[config.mk]
export PLATFORM = sky130hd
export DESIGN_NAME = i2c_master_bit_engine
export DESIGN_NICKNAME = d
export VERILOG_FILES = /design/src/design/i2cm_pkg.sv /design/src/design/i2c_master_bit_engine.sv /design/src/design/i2cm_cfg.sv /design/src/design/i2cm_seq.sv
export SDC_FILE = /design/constraint.sdc
export NUM_CORES = 1
export LEC_CHECK = 0
export BUFFER_PORTS_ARGS = -buffer_cell sky130_fd_sc_hd__buf_2
export CAP_MARGIN = 20
export CORE_UTILIZATION = 46
export DETAILED_ROUTE_END_ITERATION = 8
export GPL_TIMING_DRIVEN = 1
export PLACE_DENSITY_LB_ADDON = 0.1
export SYNTH_ARGS = -nofsm -noshare
export SYNTH_HDL_FRONTEND = slang
export SYNTH_HIERARCHICAL = 1
export SYNTH_SLANG_ARGS = --single-unit
[constraint.sdc]
create_clock -name clk_i -period 2.4 [get_ports clk_i]
set_input_delay 0.12 -clock clk_i [delete_from_list [all_inputs] [get_ports clk_i]]
set_output_delay 0.12 -clock clk_i [all_outputs]
set_load 0.1 [all_outputs]
[src/design/i2cm_pkg.sv]
`timescale 1ns / 1ps
// Shared types and constants for the I2C master bit engine.
// No dependencies; the top level, i2cm_cfg and i2cm_seq refer to this package by scoped names.
package i2cm_pkg;

  typedef enum logic [3:0] {
    PH_IDLE   = 4'd0,
    PH_S_A    = 4'd1,
    PH_S_B    = 4'd2,
    PH_P_A    = 4'd3,
    PH_P_B    = 4'd4,
    PH_W_D    = 4'd5,
    PH_W_H    = 4'd6,
    PH_W_L    = 4'd7,
    PH_A_R    = 4'd8,
    PH_A_POLL = 4'd9,
    PH_R_H    = 4'd10,
    PH_R_L    = 4'd11,
    PH_K_D    = 4'd12,
    PH_K_H    = 4'd13,
    PH_V_H    = 4'd14,
    PH_V_L    = 4'd15
  } phase_e;

  // Command codes carried in the request's func field
  localparam logic [2:0] FN_START    = 3'd0;
  localparam logic [2:0] FN_STOP     = 3'd1;
  localparam logic [2:0] FN_WRITE    = 3'd2;
  localparam logic [2:0] FN_WAIT_ACK = 3'd3;
  localparam logic [2:0] FN_READ     = 3'd4;
  localparam logic [2:0] FN_RECOVER  = 3'd5;

  // Register indexes (paddr[2])
  localparam logic REG_HALF_PERIOD = 1'b0;
  localparam logic REG_ACK_TIMEOUT = 1'b1;

  localparam logic [15:0] HALF_PERIOD_RESET = 16'd1000;
  localparam logic [15:0] ACK_TIMEOUT_RESET = 16'd200;

  localparam logic [3:0] BITS_PER_BYTE    = 4'd8;
  localparam logic [3:0] RECOVERY_PULSES  = 4'd9;

  typedef struct packed {
    logic [15:0] half_period_ticks;
    logic [15:0] ack_timeout_limit;
  } cfg_t;

  typedef struct packed {
    logic       cmd_valid;
    logic [2:0] func;
    logic [7:0] wr_byte;
    logic       ack_drive;
    logic       sda_in;
  } item_t;

  typedef struct packed {
    logic       scl_out;
    logic       sda_out;
    logic       ready_res;
    logic       done_res;
    logic [7:0] rd_data;
    logic       ack_fail;
  } result_t;

endpackage

[src/design/i2c_master_bit_engine.sv]
`timescale 1ns / 1ps
// I2C master bit engine top level: request/result stream registers around the sequencer.
// Depends on i2cm_pkg, i2cm_cfg and i2cm_seq.
//
// Usage:
//   Each request on the s_axis channel is one timebase tick: tuser carries an
//   optional command (cmd_valid, func), tdata the write byte, the ACK choice
//   for a read and the sampled SDA level. Every request yields exactly one
//   result on the m_axis channel with the SCL/SDA drive levels, ready/done
//   status, the last read byte and the ACK failure flag.
//   A request is captured in an input register and then processed into the
//   result register, from which its result is shown on the m_axis channel.
//   One request per cycle is sustained while the result receiver does not
//   stall; the sequencer advances one tick per processed request.
//   When the result receiver stalls, the result register holds its value and
//   one more request is still taken into the input register before
//   s_axis_tready drops; nothing is lost or repeated.
//   Reset idles the sequencer with both lines released, empties both
//   registers and loads half_period_ticks = 1000 and ack_timeout_limit = 200.
//   Write the APB registers only while the engine is idle and drained.
module i2c_master_bit_engine (
  input  logic        clk_i,
  input  logic        rst_ni,
  // tdata: wr_byte[7:0], ack_drive[8], sda_in[9], zero [15:10]
  input  logic [15:0] s_axis_tdata,
  // tuser: cmd_valid[0], func[3:1]
  input  logic [3:0]  s_axis_tuser,
  input  logic        s_axis_tvalid,
  output logic        s_axis_tready,
  // tdata: scl_out[0], sda_out[1], ready_res[2], done_res[3], rd_data[11:4],
  //        ack_fail[12], zero [15:13]
  output logic [15:0] m_axis_tdata,
  output logic        m_axis_tvalid,
  input  logic        m_axis_tready,
  input  logic        psel,
  input  logic        penable,
  input  logic        pwrite,
  input  logic [2:0]  paddr,
  input  logic [31:0] pwdata,
  output logic [31:0] prdata,
  output logic        pready
);

  i2cm_pkg::cfg_t    cfg;
  i2cm_pkg::item_t   in_q, in_d;
  logic              in_valid_q, in_valid_d;
  i2cm_pkg::result_t res;
  i2cm_pkg::result_t out_q, out_d;
  logic              out_valid_q, out_valid_d;
  logic              advance;
  logic              s_accept;

  assign advance       = in_valid_q & (~out_valid_q | m_axis_tready);
  assign s_axis_tready = ~in_valid_q | advance;
  assign s_accept      = s_axis_tvalid & s_axis_tready;

  always_comb begin
    in_d           = in_q;
    in_valid_d     = in_valid_q & ~advance;
    if (s_accept) begin
      in_d.cmd_valid = s_axis_tuser[0];
      in_d.func      = s_axis_tuser[3:1];
      in_d.wr_byte   = s_axis_tdata[7:0];
      in_d.ack_drive = s_axis_tdata[8];
      in_d.sda_in    = s_axis_tdata[9];
      in_valid_d     = 1'b1;
    end
  end

  always_comb begin
    out_d       = advance ? res : out_q;
    out_valid_d = advance | (out_valid_q & ~m_axis_tready);
  end

  always_ff @(posedge clk_i or negedge rst_ni) begin
    if (!rst_ni) begin
      in_valid_q  <= 1'b0;
      out_valid_q <= 1'b0;
    end else begin
      in_valid_q  <= in_valid_d;
      out_valid_q <= out_valid_d;
    end
  end

  always_ff @(posedge clk_i) begin
    in_q  <= in_d;
    out_q <= out_d;
  end

  i2cm_cfg u_cfg (
    .clk_i   (clk_i),
    .rst_ni  (rst_ni),
    .psel    (psel),
    .penable (penable),
    .pwrite  (pwrite),
    .paddr   (paddr),
    .pwdata  (pwdata),
    .prdata  (prdata),
    .pready  (pready),
    .cfg_o   (cfg)
  );

  i2cm_seq u_seq (
    .clk_i  (clk_i),
    .rst_ni (rst_ni),
    .step_i (advance),
    .item_i (in_q),
    .cfg_i  (cfg),
    .res_o  (res)
  );

  assign m_axis_tvalid = out_valid_q;
  assign m_axis_tdata  = {3'b000, out_q.ack_fail, out_q.rd_data, out_q.done_res,
                          out_q.ready_res, out_q.sda_out, out_q.scl_out};

endmodule

[src/design/i2cm_cfg.sv]
`timescale 1ns / 1ps
// APB register file: half period and ACK timeout limit.
// Depends on i2cm_pkg for the register indexes, reset values and cfg_t.
module i2cm_cfg (
  input  logic               clk_i,
  input  logic               rst_ni,
  input  logic               psel,
  input  logic               penable,
  input  logic               pwrite,
  input  logic [2:0]         paddr,
  input  logic [31:0]        pwdata,
  output logic [31:0]        prdata,
  output logic               pready,
  output i2cm_pkg::cfg_t     cfg_o
);

  logic [15:0] half_q, half_d;
  logic [15:0] tmo_q, tmo_d;
  logic        wr_en;

  assign pready = 1'b1;
  assign wr_en  = psel & penable & pwrite & pready;

  always_comb begin
    half_d = half_q;
    tmo_d  = tmo_q;
    if (wr_en) begin
      case (paddr[2])
        i2cm_pkg::REG_HALF_PERIOD: half_d = pwdata[15:0];
        i2cm_pkg::REG_ACK_TIMEOUT: tmo_d  = pwdata[15:0];
        default: ;
      endcase
    end
  end

  always_ff @(posedge clk_i or negedge rst_ni) begin
    if (!rst_ni) begin
      half_q <= i2cm_pkg::HALF_PERIOD_RESET;
      tmo_q  <= i2cm_pkg::ACK_TIMEOUT_RESET;
    end else begin
      half_q <= half_d;
      tmo_q  <= tmo_d;
    end
  end

  always_comb begin
    case (paddr[2])
      i2cm_pkg::REG_HALF_PERIOD: prdata = {16'h0000, half_q};
      i2cm_pkg::REG_ACK_TIMEOUT: prdata = {16'h0000, tmo_q};
      default:                   prdata = 32'h0000_0000;
    endcase
  end

  assign cfg_o.half_period_ticks = half_q;
  assign cfg_o.ack_timeout_limit = tmo_q;

endmodule

[src/design/i2cm_seq.sv]
`timescale 1ns / 1ps
// Bus sequencer: phase state, bit and delay counters, shift register and line levels.
// Advances one tick per step request. Depends on i2cm_pkg.
module i2cm_seq (
  input  logic                clk_i,
  input  logic                rst_ni,
  input  logic                step_i,
  input  i2cm_pkg::item_t     item_i,
  input  i2cm_pkg::cfg_t      cfg_i,
  output i2cm_pkg::result_t   res_o
);

  i2cm_pkg::phase_e phase_q, phase_d;
  logic [3:0]  bit_cnt_q, bit_cnt_d;
  logic [7:0]  shift_q, shift_d;
  logic [15:0] delay_q, delay_d;
  logic [15:0] tmo_q, tmo_d;
  logic        ack_choice_q, ack_choice_d;
  logic        scl_q, scl_d;
  logic        sda_q, sda_d;
  logic        nack_q, nack_d;
  logic [7:0]  rd_hold_q, rd_hold_d;
  logic        done_d;

  logic [15:0] reload;
  logic [3:0]  bit_inc;

  // A zero half period behaves as one tick
  assign reload  = (cfg_i.half_period_ticks == 16'd0) ? 16'd0
                                                     : cfg_i.half_period_ticks - 16'd1;
  assign bit_inc = bit_cnt_q + 4'd1;

  // Next state
  always_comb begin
    phase_d      = phase_q;
    bit_cnt_d    = bit_cnt_q;
    shift_d      = shift_q;
    delay_d      = delay_q;
    tmo_d        = tmo_q;
    ack_choice_d = ack_choice_q;
    scl_d        = scl_q;
    sda_d        = sda_q;
    nack_d       = nack_q;
    rd_hold_d    = rd_hold_q;
    done_d       = 1'b0;

    if (phase_q == i2cm_pkg::PH_IDLE) begin
      if (item_i.cmd_valid && (item_i.func <= i2cm_pkg::FN_RECOVER)) begin
        bit_cnt_d = 4'd0;
        delay_d   = reload;
        case (item_i.func)
          i2cm_pkg::FN_START: begin
            scl_d = 1'b1; sda_d = 1'b1; phase_d = i2cm_pkg::PH_S_A;
          end
          i2cm_pkg::FN_STOP: begin
            scl_d = 1'b1; sda_d = 1'b0; phase_d = i2cm_pkg::PH_P_A;
          end
          i2cm_pkg::FN_WRITE: begin
            shift_d = {item_i.wr_byte[6:0], 1'b0};
            scl_d = 1'b0; sda_d = item_i.wr_byte[7]; phase_d = i2cm_pkg::PH_W_D;
          end
          i2cm_pkg::FN_WAIT_ACK: begin
            tmo_d = 16'd0;
            sda_d = 1'b1; phase_d = i2cm_pkg::PH_A_R;
          end
          i2cm_pkg::FN_READ: begin
            shift_d = 8'h00; ack_choice_d = item_i.ack_drive;
            scl_d = 1'b1; sda_d = 1'b1; phase_d = i2cm_pkg::PH_R_H;
          end
          default: begin
            scl_d = 1'b1; sda_d = 1'b1; phase_d = i2cm_pkg::PH_V_H;
          end
        endcase
      end
    end else if (delay_q != 16'd0) begin
      delay_d = delay_q - 16'd1;
    end else begin
      case (phase_q)
        i2cm_pkg::PH_S_A: begin
          scl_d = 1'b1; sda_d = 1'b0; phase_d = i2cm_pkg::PH_S_B; delay_d = reload;
        end
        i2cm_pkg::PH_S_B: begin
          scl_d = 1'b0; phase_d = i2cm_pkg::PH_IDLE; done_d = 1'b1;
        end
        i2cm_pkg::PH_P_A: begin
          scl_d = 1'b1; sda_d = 1'b1; phase_d = i2cm_pkg::PH_P_B; delay_d = reload;
        end
        i2cm_pkg::PH_P_B: begin
          phase_d = i2cm_pkg::PH_IDLE; done_d = 1'b1;
        end
        i2cm_pkg::PH_W_D: begin
          scl_d = 1'b1; phase_d = i2cm_pkg::PH_W_H; delay_d = reload;
        end
        i2cm_pkg::PH_W_H: begin
          scl_d = 1'b0; phase_d = i2cm_pkg::PH_W_L; delay_d = reload;
        end
        i2cm_pkg::PH_W_L: begin
          bit_cnt_d = bit_inc;
          if (bit_inc >= i2cm_pkg::BITS_PER_BYTE) begin
            phase_d = i2cm_pkg::PH_IDLE; done_d = 1'b1;
          end else begin
            shift_d = {shift_q[6:0], 1'b0};
            scl_d = 1'b0; sda_d = shift_q[7]; phase_d = i2cm_pkg::PH_W_D; delay_d = reload;
          end
        end
        i2cm_pkg::PH_A_R: begin
          scl_d = 1'b1; sda_d = 1'b1; phase_d = i2cm_pkg::PH_A_POLL; delay_d = reload;
        end
        i2cm_pkg::PH_A_POLL: begin
          if (!item_i.sda_in) begin
            scl_d = 1'b0; nack_d = 1'b0; phase_d = i2cm_pkg::PH_IDLE; done_d = 1'b1;
          end else if (tmo_q >= cfg_i.ack_timeout_limit) begin
            // Timed out: flag NACK and run a stop
            nack_d = 1'b1;
            scl_d = 1'b1; sda_d = 1'b0; phase_d = i2cm_pkg::PH_P_A; delay_d = reload;
          end else begin
            tmo_d = tmo_q + 16'd1;
          end
        end
        i2cm_pkg::PH_R_H: begin
          shift_d = {shift_q[6:0], item_i.sda_in};
          scl_d = 1'b0; sda_d = 1'b1; phase_d = i2cm_pkg::PH_R_L; delay_d = reload;
        end
        i2cm_pkg::PH_R_L: begin
          bit_cnt_d = bit_inc;
          delay_d   = reload;
          if (bit_inc >= i2cm_pkg::BITS_PER_BYTE) begin
            scl_d = 1'b0; sda_d = ~ack_choice_q; phase_d = i2cm_pkg::PH_K_D;
          end else begin
            scl_d = 1'b1; sda_d = 1'b1; phase_d = i2cm_pkg::PH_R_H;
          end
        end
        i2cm_pkg::PH_K_D: begin
          scl_d = 1'b1; phase_d = i2cm_pkg::PH_K_H; delay_d = reload;
        end
        i2cm_pkg::PH_K_H: begin
          scl_d = 1'b0; rd_hold_d = shift_q; phase_d = i2cm_pkg::PH_IDLE; done_d = 1'b1;
        end
        i2cm_pkg::PH_V_H: begin
          scl_d = 1'b0; sda_d = 1'b1; phase_d = i2cm_pkg::PH_V_L; delay_d = reload;
        end
        i2cm_pkg::PH_V_L: begin
          bit_cnt_d = bit_inc;
          delay_d   = reload;
          if (bit_inc >= i2cm_pkg::RECOVERY_PULSES) begin
            scl_d = 1'b1; sda_d = 1'b0; phase_d = i2cm_pkg::PH_P_A;
          end else begin
            scl_d = 1'b1; sda_d = 1'b1; phase_d = i2cm_pkg::PH_V_H;
          end
        end
        default: phase_d = i2cm_pkg::PH_IDLE;
      endcase
    end
  end

  // Result of this tick
  always_comb begin
    res_o.scl_out   = scl_d;
    res_o.sda_out   = sda_d;
    res_o.ready_res = (phase_d == i2cm_pkg::PH_IDLE);
    res_o.done_res  = done_d;
    res_o.rd_data   = rd_hold_d;
    res_o.ack_fail  = nack_d;
  end

  always_ff @(posedge clk_i or negedge rst_ni) begin
    if (!rst_ni) begin
      phase_q      <= i2cm_pkg::PH_IDLE;
      bit_cnt_q    <= 4'd0;
      shift_q      <= 8'h00;
      delay_q      <= 16'd0;
      tmo_q        <= 16'd0;
      ack_choice_q <= 1'b0;
      scl_q        <= 1'b1;
      sda_q        <= 1'b1;
      nack_q       <= 1'b0;
      rd_hold_q    <= 8'h00;
    end else if (step_i) begin
      phase_q      <= phase_d;
      bit_cnt_q    <= bit_cnt_d;
      shift_q      <= shift_d;
      delay_q      <= delay_d;
      tmo_q        <= tmo_d;
      ack_choice_q <= ack_choice_d;
      scl_q        <= scl_d;
      sda_q        <= sda_d;
      nack_q       <= nack_d;
      rd_hold_q    <= rd_hold_d;
    end
  end

endmodule

-- Word level (Yosys, flattened, before mapping)
Cells that the tools add are included.
- output and inout port bits: 51
- word-level logic and storage cells: 168
- input port bits: 62
- register bits: 121
- magnitude comparators: 4
- muxes and demuxes: 67
- bitwise gates (word level): 15
- $add $sub $neg: 4
- equal/unequal tests: 28
- reductions and logical operators: 25
- operators with widths (kind ; count):
    $mux 16 ; 14
    $pmux 32 s2 ; 1
    $mux 8 ; 7
    $pmux 16 s3 ; 1
    $pmux 4 s12 ; 1
    $mux 4 ; 10
    $eq 4x4->1 const B ; 8
    $pmux 8 s2 ; 2
    $sub 16x1->16 const B ; 2
    $mux 1 ; 23
    $pmux 4 s5 ; 1
    $add 16x1->16 const B ; 1
    $eq 4x3->1 const B ; 4
    $ge 16x16->1 ; 1
    $logic_not 16->1 ; 1
    $reduce_bool 16->1 ; 1
    $reduce_and 6->1 ; 2
    $reduce_or 10->1 ; 1
    $eq 4x2->1 const B ; 2
    $ge 4x4->1 const B ; 2
    $logic_not 4->1 ; 2
    $ne 4x2->1 const B ; 2
    $reduce_and 4->1 ; 2
    $reduce_and 7->1 ; 1
    other kinds (30) ; 51

-- Logic depth before layout (Yosys ltp)
Gate-level depths: netlist (run 1).
- depth in word-level cells: 7
- mapped depth: 11
- gate-level depth less buffers: 9

-- Cells and area by module
The synthesis (run 1) kept the hierarchy.
- by module, submodules not included (module ; seq. area each (sq um) ; area an instance (sq um) ; cells each ; instances):
    i2cm_seq ; 1503.9 ; 4792.1 ; 578 ; 1
    i2cm_cfg ; 812.0 ; 1609.0 ; 105 ; 1
    i2c_master_bit_engine ; 860.8 ; 940.9 ; 39 ; 1

-- Worst setup path after synthesis (run 1)
OpenSTA, ideal clock, no wires.
- path kind: register to register
- start: register out_valid_q (netlist: m_axis_tvalid)
- end: register u_seq.delay_q[0]
- slack: -0.415 ns
- data arrival time: 2.689 ns
- path buffers: 3
- period minus slack after synthesis: 2.815 ns
- library setup time: 0.127 ns
- stages on the path, launching flop included: 12
- data required time: 2.273 ns
- cell sequence: dfrtp_1 nand2b_1 and2_1 clkbuf_1 o21a_1 o211ai_1 o21ai_1 o21ba_1 buf_6 buf_8 a221oi_2 a21oi_1
- word-level cells in the longest chain between the ends: 4
- RTL lines (item ; RTL line ; source):
    from (decl) ; i2c_master_bit_engine.sv:49 ; logic out_valid_q, out_valid_d;
    from (signal assigned) ; i2c_master_bit_engine.sv:81 ; out_valid_q <= out_valid_d;
    $not 1->1 ; i2c_master_bit_engine.sv:53 ; assign advance = in_valid_q & (~out_valid_q | m_axis_tready);
    $or 1x1->1 ; i2c_master_bit_engine.sv:53 ;
    $and 1x1->1 ; i2c_master_bit_engine.sv:53 ;
    via advance ; i2c_master_bit_engine.sv:50 ; logic advance;
    $reduce_and 6->1 (no line) ; n/a ;
    to (signal assigned) ; i2cm_seq.sv:182 ; delay_q <= delay_d;
    to (decl) ; i2cm_seq.sv:16 ; logic [15:0] delay_q, delay_d;
The timed path passes the listed nets, and every way through them passes these cells.
A chain may end at the register's enable or synchronous reset.

-- Worst setup path in the final report (run 1)
- start: register u_seq.tmo_q[1]
- end: register u_seq.tmo_q[3]
- word-level cells in the longest chain between the ends: 6
- elaborated cells on any way between the ends: 9
- those cells by class: 1 x add/sub; 1 x order compare; 1 x eq/ne; 5 x mux; 1 x reduce/logical
- RTL lines (item ; RTL line ; source):
    from (decl) ; i2cm_seq.sv:17 ; logic [15:0] tmo_q, tmo_d;
    from (signal assigned) ; i2cm_seq.sv:183 ; tmo_q <= tmo_d;
    $add 16x1->16 ; i2cm_seq.sv:117 ; tmo_d = tmo_q + 16'd1;
    $mux 16 ; i2cm_seq.sv:112 ; end else if (tmo_q >= cfg_i.ack_timeout_limit) begin
    $mux 16 ; i2cm_seq.sv:110 ; if (!item_i.sda_in) begin
    $mux 16 ; i2cm_seq.sv:78 ; case (phase_q)
    $mux 16 ; i2cm_seq.sv:75 ; end else if (delay_q != 16'd0) begin
    $mux 16 ; i2cm_seq.sv:47 ; if (phase_q == i2cm_pkg::PH_IDLE) begin
Parallel ways exist; a longest one is shown, timed or not. The select of a mux whose other input is x is not followed.

==> summary.md, run 1 <==
| Metric | Value |
|---|---|
| Crit Path Max Fanout | 5 |
| FMAX | around 400 MHz |
| Syn Area/Cell | 10.2 um2 |
| GR Util All Layers | 25.4% |
| DIE WIDTH | roughly 130 um |
| Crit share post-route | 105% |
| RR Endpoint | u_seq/tmo_q[3]$_DFFE_PN0P_ |
| Vias/cell | ~5.6 |
| Yosys top cell by area | dfrtp_1 |
| Worst vdd ir | between 0.6 and 0.7 mV |
| Failing checks | setup timing |
| Synth unique cells | between 80 and 90 |
| Reg2reg setup slack | -110 ps |
| Post-layout util | 63.8% |
| Storage element area | 0.00318 mm2 |
| Worst slack, placed | -194 ps |
| Most numerous cell in the Yosys netlist | dfrtp_1 |
| Area contributors post-synth | dfrtp_1 28%, edfxtp_1 11%, mux2_2 8.7%, dfstp_2 3.9%, ha_1 3.7% |
| # IOs | 113 |
| Clk buf depth | 2 |
| Top_reg_cell synth | dfrtp_1 |
| Final Hold Viols | 0 |
| Layout Cell Area excl Fill | 0.00981 mm2 |
| Hold Path Class | in -> async |
| Post-route setup slack | -111 ps |
| CP startpoint kind | flop |
| Placed cell area | around 0.0085 mm2 |
| Layout area overhead | 33.6% |
| Max cap viols | 0 |
| DR DRC count | 0 |
| Initial DRT Pass Iterations | 5 |
| M3 GR Usage | 4.70% |
| Final net count | 998 |
| Initial DRC count | about 410 |
| Vert. Die Dim | roughly 130 um |
| CTS tree | built |
| Cells after DPL | approximately 1100 |
| Post-Route WL | approximately 20000 um |
| Antenna Diode Count | 0 |
| Htree depth | 4 |
| Fin cells | between 1000 and 1500 |
| Initial Util | a little under half |
| Vias in the first global route | approximately 6300 |
| Final max-slew violation count | 0 |
| Initial antenna violation count | 0 |
| Number of synthesized flops with an enable pin | 27 |
| Later-pin clock latency in the skew report | ~420 ps |
| Synth async-reset ratio | between 70 and 80% |
| Synth top area share | ~28% |
| Setup TNS | -1190 ps |
| Yosys warnings | 6 |
| Required time worst endpoint | ~2800 ps |
| Mapped Cells | around 720 |
| Dpl hpwl | between 10000 and 15000 um |
| Clock sinks | 121 |
| Met1 Usage GRT | between 30% and 40% |
| Global route hottest layer | met2 |
| Antenna viol nets, final | 0 |
| Number of port buffers | around 70 |
| Vias after detailed routing | between 6000 and 7000 |
| Met2 Use GR | between 40% and 50% |
| Multi-input gate area | between 0.004 and 0.005 mm2 |
| Leak pwr | around 4.2 nW |
| CTS buffer count | 17 |
| Mapped Area | approximately 0.0073 mm2 |
| Total power | about 8.6 mW |
| Grt total ovfl | 0 |
| Worst Setup End Kind | flop |
| DR WL/cell | roughly 18 um |
| Post-synth top cells | 83 x dfrtp_1, 63 x nor2_1, 57 x mux2_2 |
| First-pass GRT wire length | 32100 um |
| CTS root buffer | clkbuf_16 |
| Status | finished, violations left |
| Share of cells above drive strength 1 | roughly two fifths |
| Worst Skew | roughly 9.8 ps |
| Min Clock Period, post-route | roughly 2500 ps |
| RSZ-0062 raised after global routing | true |
| Setup CP Type | reg -> reg |
| Reg2reg path depth | 9 |
| Worst slew margin | about 64% |
| Setup Viol. Count Final | 24 |
| Fill cell count | between 1000 and 1500 |
| Yosys reg bits | approximately 120 |
| Reg-to-Reg Start | u_seq/tmo_q[1]$_DFFE_PN0P_ |
| Floorplan row count | between 40 and 50 |
| Worst EP arrival | about 2900 ps |
| Die Area | approximately 0.016 mm2 |
| Worst hold margin | around 220 ps |
| Pin count of the biggest net entering global routing | 44 |
| Worst-Margin Slew | 533 ps |
| Power Dens Cells | 876 mW/mm2 |
| Post-synthesis sequential area ratio | 43.3% |
| Routability congestion estimate | around 0.91 |
| Clk pin slew, worst setup/hold paths | approximately 60 ps |
| Core footprint | 0.0154 mm2 |
## sequential cells by signal, indices dropped and copies added, names as in the netlist, 4 cells and up
name	count
in_q	14
m_axis_tdata	13
u_cfg/half_q	16
u_cfg/tmo_q	16
u_seq/bit_cnt_q	4
u_seq/delay_q	16
u_seq/phase_q	4
u_seq/rd_hold_q	8
u_seq/shift_q	8
u_seq/tmo_q	16
## routing by layer
layer | share of wire, % | vias to the layer above
met2 | 48 | 224
met4 | 2.6 | 0
met1 | 45 | 3056
li1 | - | 3019
met3 | 4.0 | 42
met5 | 0 | -
## power breakdown
part / switching, mW / leakage [nW] / internal [mW]
Clock: 0.980 / 0.313 / 1.85
Combinational: 1.84 / 2.48 / 1.08
Sequential: 0.343 / 1.45 / 2.50
## how the worst max path moves through the flow
stage | to | start | slack (ps)
floorplan | u_seq/delay_q[0]$_DFFE_PN0P_ | u_seq/tmo_q[14]$_DFFE_PN0P_ | -30
global placement | u_seq/delay_q[2]$_DFFE_PN0P_ | u_cfg/tmo_q[7]$_DFFE_PN1P_ | -80
detailed placement | m_axis_tdata[0]$_DFFE_PP_ | u_cfg/tmo_q[2]$_DFFE_PN0P_ | -190
CTS | u_seq/delay_q[8]$_DFFE_PN0P_ | u_seq/tmo_q[10]$_DFFE_PN0P_ | -80
global route | u_seq/tmo_q[6]$_DFFE_PN0P_ | u_seq/tmo_q[1]$_DFFE_PN0P_ | -200
finish | u_seq/tmo_q[3]$_DFFE_PN0P_ | u_seq/tmo_q[1]$_DFFE_PN0P_ | -110
## what timing repair did
action	CTS	global route
hold buffers	34	0
buffers inserted	3	4
pin swaps	8	8
gates cloned	1	0
gates resized for setup	23	36
setup endpoints to repair	30	64
hold endpoints to repair	73	0
## area by class of cell
type	count	area share, %
clock buffer	18	4.37
clock inverter	14	2.23
inverter	32	1.22
multi-input combinational	530	41.0
sequential	121	32.4
tap	211	2.69
timing repair buffer	212	16.1
## layout by cell type (no fill, tap or decap), types with 27 or more instances in the layout
cell type	instances
a21oi_1	42
buf_2	67
buf_4	105
dfrtp_1	82
dlygate4sd3_1	34
edfxtp_1	27
inv_1	31
mux2_2	57
nand2_1	34
nor2_1	60
o21ai_0	29
## critical path: stages (launching register included)
cell      delay [ps]
dfrtp_1          410
ha_1             290
nor2b_1          130
o211ai_1         350
a31oi_4          180
buf_6            150
nor4_4           270
nand3_4          170
or3b_1           400
nand2_1           80
## cells by family after synthesis
logic type               Yosys count  synth area share [%]
AND/OR/NAND/NOR                  222                  17.2
AO/OA/AOI/OAI                    184                  16.3
flip-flops                       121                  43.3
buffers and inverters             88                  6.66
multiplexers                      69                  11.1
adder cells (fa/ha/maj)           22                  3.75
XOR/XNOR                          13                  1.55
other                              3                 0.153
Note: power is estimated with default switching activity, not from simulation.
==> run 2: changes to the inputs <==
--- a/config.mk
+++ b/config.mk
@@ -11,6 +11,7 @@
 export DETAILED_ROUTE_END_ITERATION = 8
 export GPL_TIMING_DRIVEN = 1
 export PLACE_DENSITY_LB_ADDON = 0.1
+export SKIP_CTS_REPAIR_TIMING = 1
 export SYNTH_ARGS = -nofsm -noshare
 export SYNTH_HDL_FRONTEND = slang
 export SYNTH_HIERARCHICAL = 1
==> summary.md, run 2 (same netlist as run 1, synthesis figures left out) <==
| Metric | Value |
|---|---|
| Clk buf depth | 2 (unchanged) |
| RSZ-0062 raised after global routing | true |
| Worst Setup End Kind | flop |
| DR WL/cell | 17.6 um (+0.21%) |
| Setup CP Type | reg -> reg |
| Setup TNS | -3880 ps (-2690 ps) |
| Power Dens Cells | 878 mW/mm2 (+0.16%) |
| CP startpoint kind | flop |
| Status | finished, violations left |
| Worst-Margin Slew | 506 ps (-26.1 ps) |
| Share of cells above drive strength 1 | 37.9% (-0.19 points) |
| Failing checks | setup timing |
| Post-Route WL | 19900 um (-0.32%) |
| Grt total ovfl | 0 (unchanged) |
| Final max-slew violation count | 0 (unchanged) |
| CP bufs+invs | 3 (+2) |
| Vias after detailed routing | 6340 (-0.016%) |
| Post-route setup slack | -183 ps (-71.8 ps) |
| Worst slack, placed | -194 ps (unchanged) |
| Number of port buffers | 68 (unchanged) |
| Vias/cell | 5.60 (+0.51%) |
| Min Clock Period, post-route | 2580 ps (+71.8 ps) |
| CP max-delay cell | dfrtp_1 |
| First-pass GRT wire length | 30800 um (-4.0%) |
| Layout area overhead | 32.4% |
| Initial DRT Pass Iterations | 5 (unchanged) |
| Max cap viols | 0 (unchanged) |
| Clock sinks | 121 (unchanged) |
| Pin count of the biggest net entering global routing | 44 (unchanged) |
| Leak pwr | 4.22 nW (-0.50%) |
| Crit share post-route | 108% (+3.0 points) |
| Vias in the first global route | 5986 (-4.7%) |
| Vert. Die Dim | 128 um (unchanged) |
| DIE WIDTH | 128 um (unchanged) |
| Setup Viol. Count Final | 31 (+29%) |
| Clk pin slew, worst setup/hold paths | 60 ps (about the same) |
| Worst slew margin | 66.1% (+1.9 points) |
| Required time worst endpoint | 2680 ps (-70 ps) |
| Antenna viol nets, final | 0 (unchanged) |
| FMAX | 387 MHz (-2.8%) |
| Later-pin clock latency in the skew report | 410 ps (about the same) |
| CTS buffer count | 17 (unchanged) |
| Dpl hpwl | 14100 um (unchanged) |
| Core footprint | 0.0154 mm2 (unchanged) |
| CTS tree | built |
| Floorplan row count | 45 (unchanged) |
| Final net count | 992 (-0.60%) |
| CTS root buffer | clkbuf_16 |
| Initial Util | 47.8% (unchanged) |
| Critical path cell sequence | ha_1, nor2b_1, o211ai_1, a31oi_4, buf_6, nor4_4, buf_4, o21ai_4, buf_12, o21ai_2, o41ai_2 |
| Worst EP arrival | 2870 ps (about the same) |
| Most frequent standard cell in the layout excluding fill and tap cells | buf_4 |
| Slowest stage delay, CP | 410 ps (about the same) |
| Initial DRC count | 385 (-6.6%) |
| Antenna Diode Count | 0 (unchanged) |
| CP top delay family | compound AO/OA/AOI/OAI gates |
| Routability congestion estimate | 0.912 (unchanged) |
| Worst vdd ir | 0.602 mV (+0.24%) |
| Htree depth | 4 (unchanged) |
| Initial antenna violation count | 0 (unchanged) |
| Worst Skew | 8.37 ps (-1.39 ps) |
| Final Hold Viols | 0 (unchanged) |
| Crit Path Max Fanout | 9 (+4) |
| GR Util All Layers | 24.3% (-1.1 points) |
| Most frequent cells in the layout | 100 x buf_4, 82 x dfrtp_1, 67 x buf_2 |
| DR DRC count | 0 (unchanged) |
| Worst hold margin | 7.92 ps (-213 ps) |
| Post-layout util | 63.3% (-0.56 points) |
| Die Area | 0.0165 mm2 (unchanged) |
| Hold Path Class | in -> reg |
| # IOs | 113 (unchanged) |
## run 2: cell type report
cell class                      instances  area [um2]
Clock inverter                         14         219
Timing Repair Buffer                  206        1530
Sequential cell                       121        3180
Multi-Input combinational cell        530        3990
Tap cell                              211         264
Inverter                               32         120
Clock buffer                           18         429
Fill cell                            1288        5650
## run 2: per-stage QoR
step	instances	total power, mW	cell area, um2
final	1132	8.53	9720
after global routing	1132	8.90	9720
after CTS	1096	8.46	9160
after global placement	1064	5.57	8510
after detailed placement	1064	5.61	8510
after floorplan	739	4.81	7460
## run 2: final timing paths
kind | start | endpoint | slack, ps | cells past startpoint
max in group asynchronous | rst_ni | u_cfg/tmo_q[7]$_DFFE_PN1P_ | 1470 | 3
min | m_axis_tready | in_valid_q$_DFF_PN0_ | 8 | 3
max reg2reg | u_seq/tmo_q[1]$_DFFE_PN0P_ | u_seq/tmo_q[9]$_DFFE_PN0P_ | -180 | 11
min reg2reg | in_q[1]$_DFFE_PP_ | u_seq/ack_choice_q$_DFFE_PN0P_ | 470 | 1
max | u_seq/tmo_q[1]$_DFFE_PN0P_ | u_seq/tmo_q[9]$_DFFE_PN0P_ | -180 | 11
min in group asynchronous | rst_ni | u_cfg/half_q[1]$_DFFE_PN0P_ | 190 | 2
## run 2: per-layer routing
layer | vias to the layer above | GRT usage [%] | wire length [um]
li1 | 3011 | - | -
met1 | 3081 | 33.3 | 9070
met2 | 214 | 38.6 | 9590
met3 | 34 | 4.74 | 799
met4 | 0 | 8.72 | 414
met5 | - | 0 | 0
## run 2: worst register-to-register path: stages, from the launching register on
cell and delay, ps:
dfrtp_1 410, ha_1 310, nor2b_1 130, o211ai_1 350, a31oi_4 150, buf_6 140
nor4_4 290, buf_4 180, o21ai_4 80, buf_12 160, o21ai_2 150, o41ai_2 90
## run 2: power by group
part           internal, mW  switching [mW]  total [mW]
clock                  1.85           0.979        2.83
combinational          1.05            1.82        2.87
sequential             2.50           0.335        2.83
total                  5.40            3.14        8.53
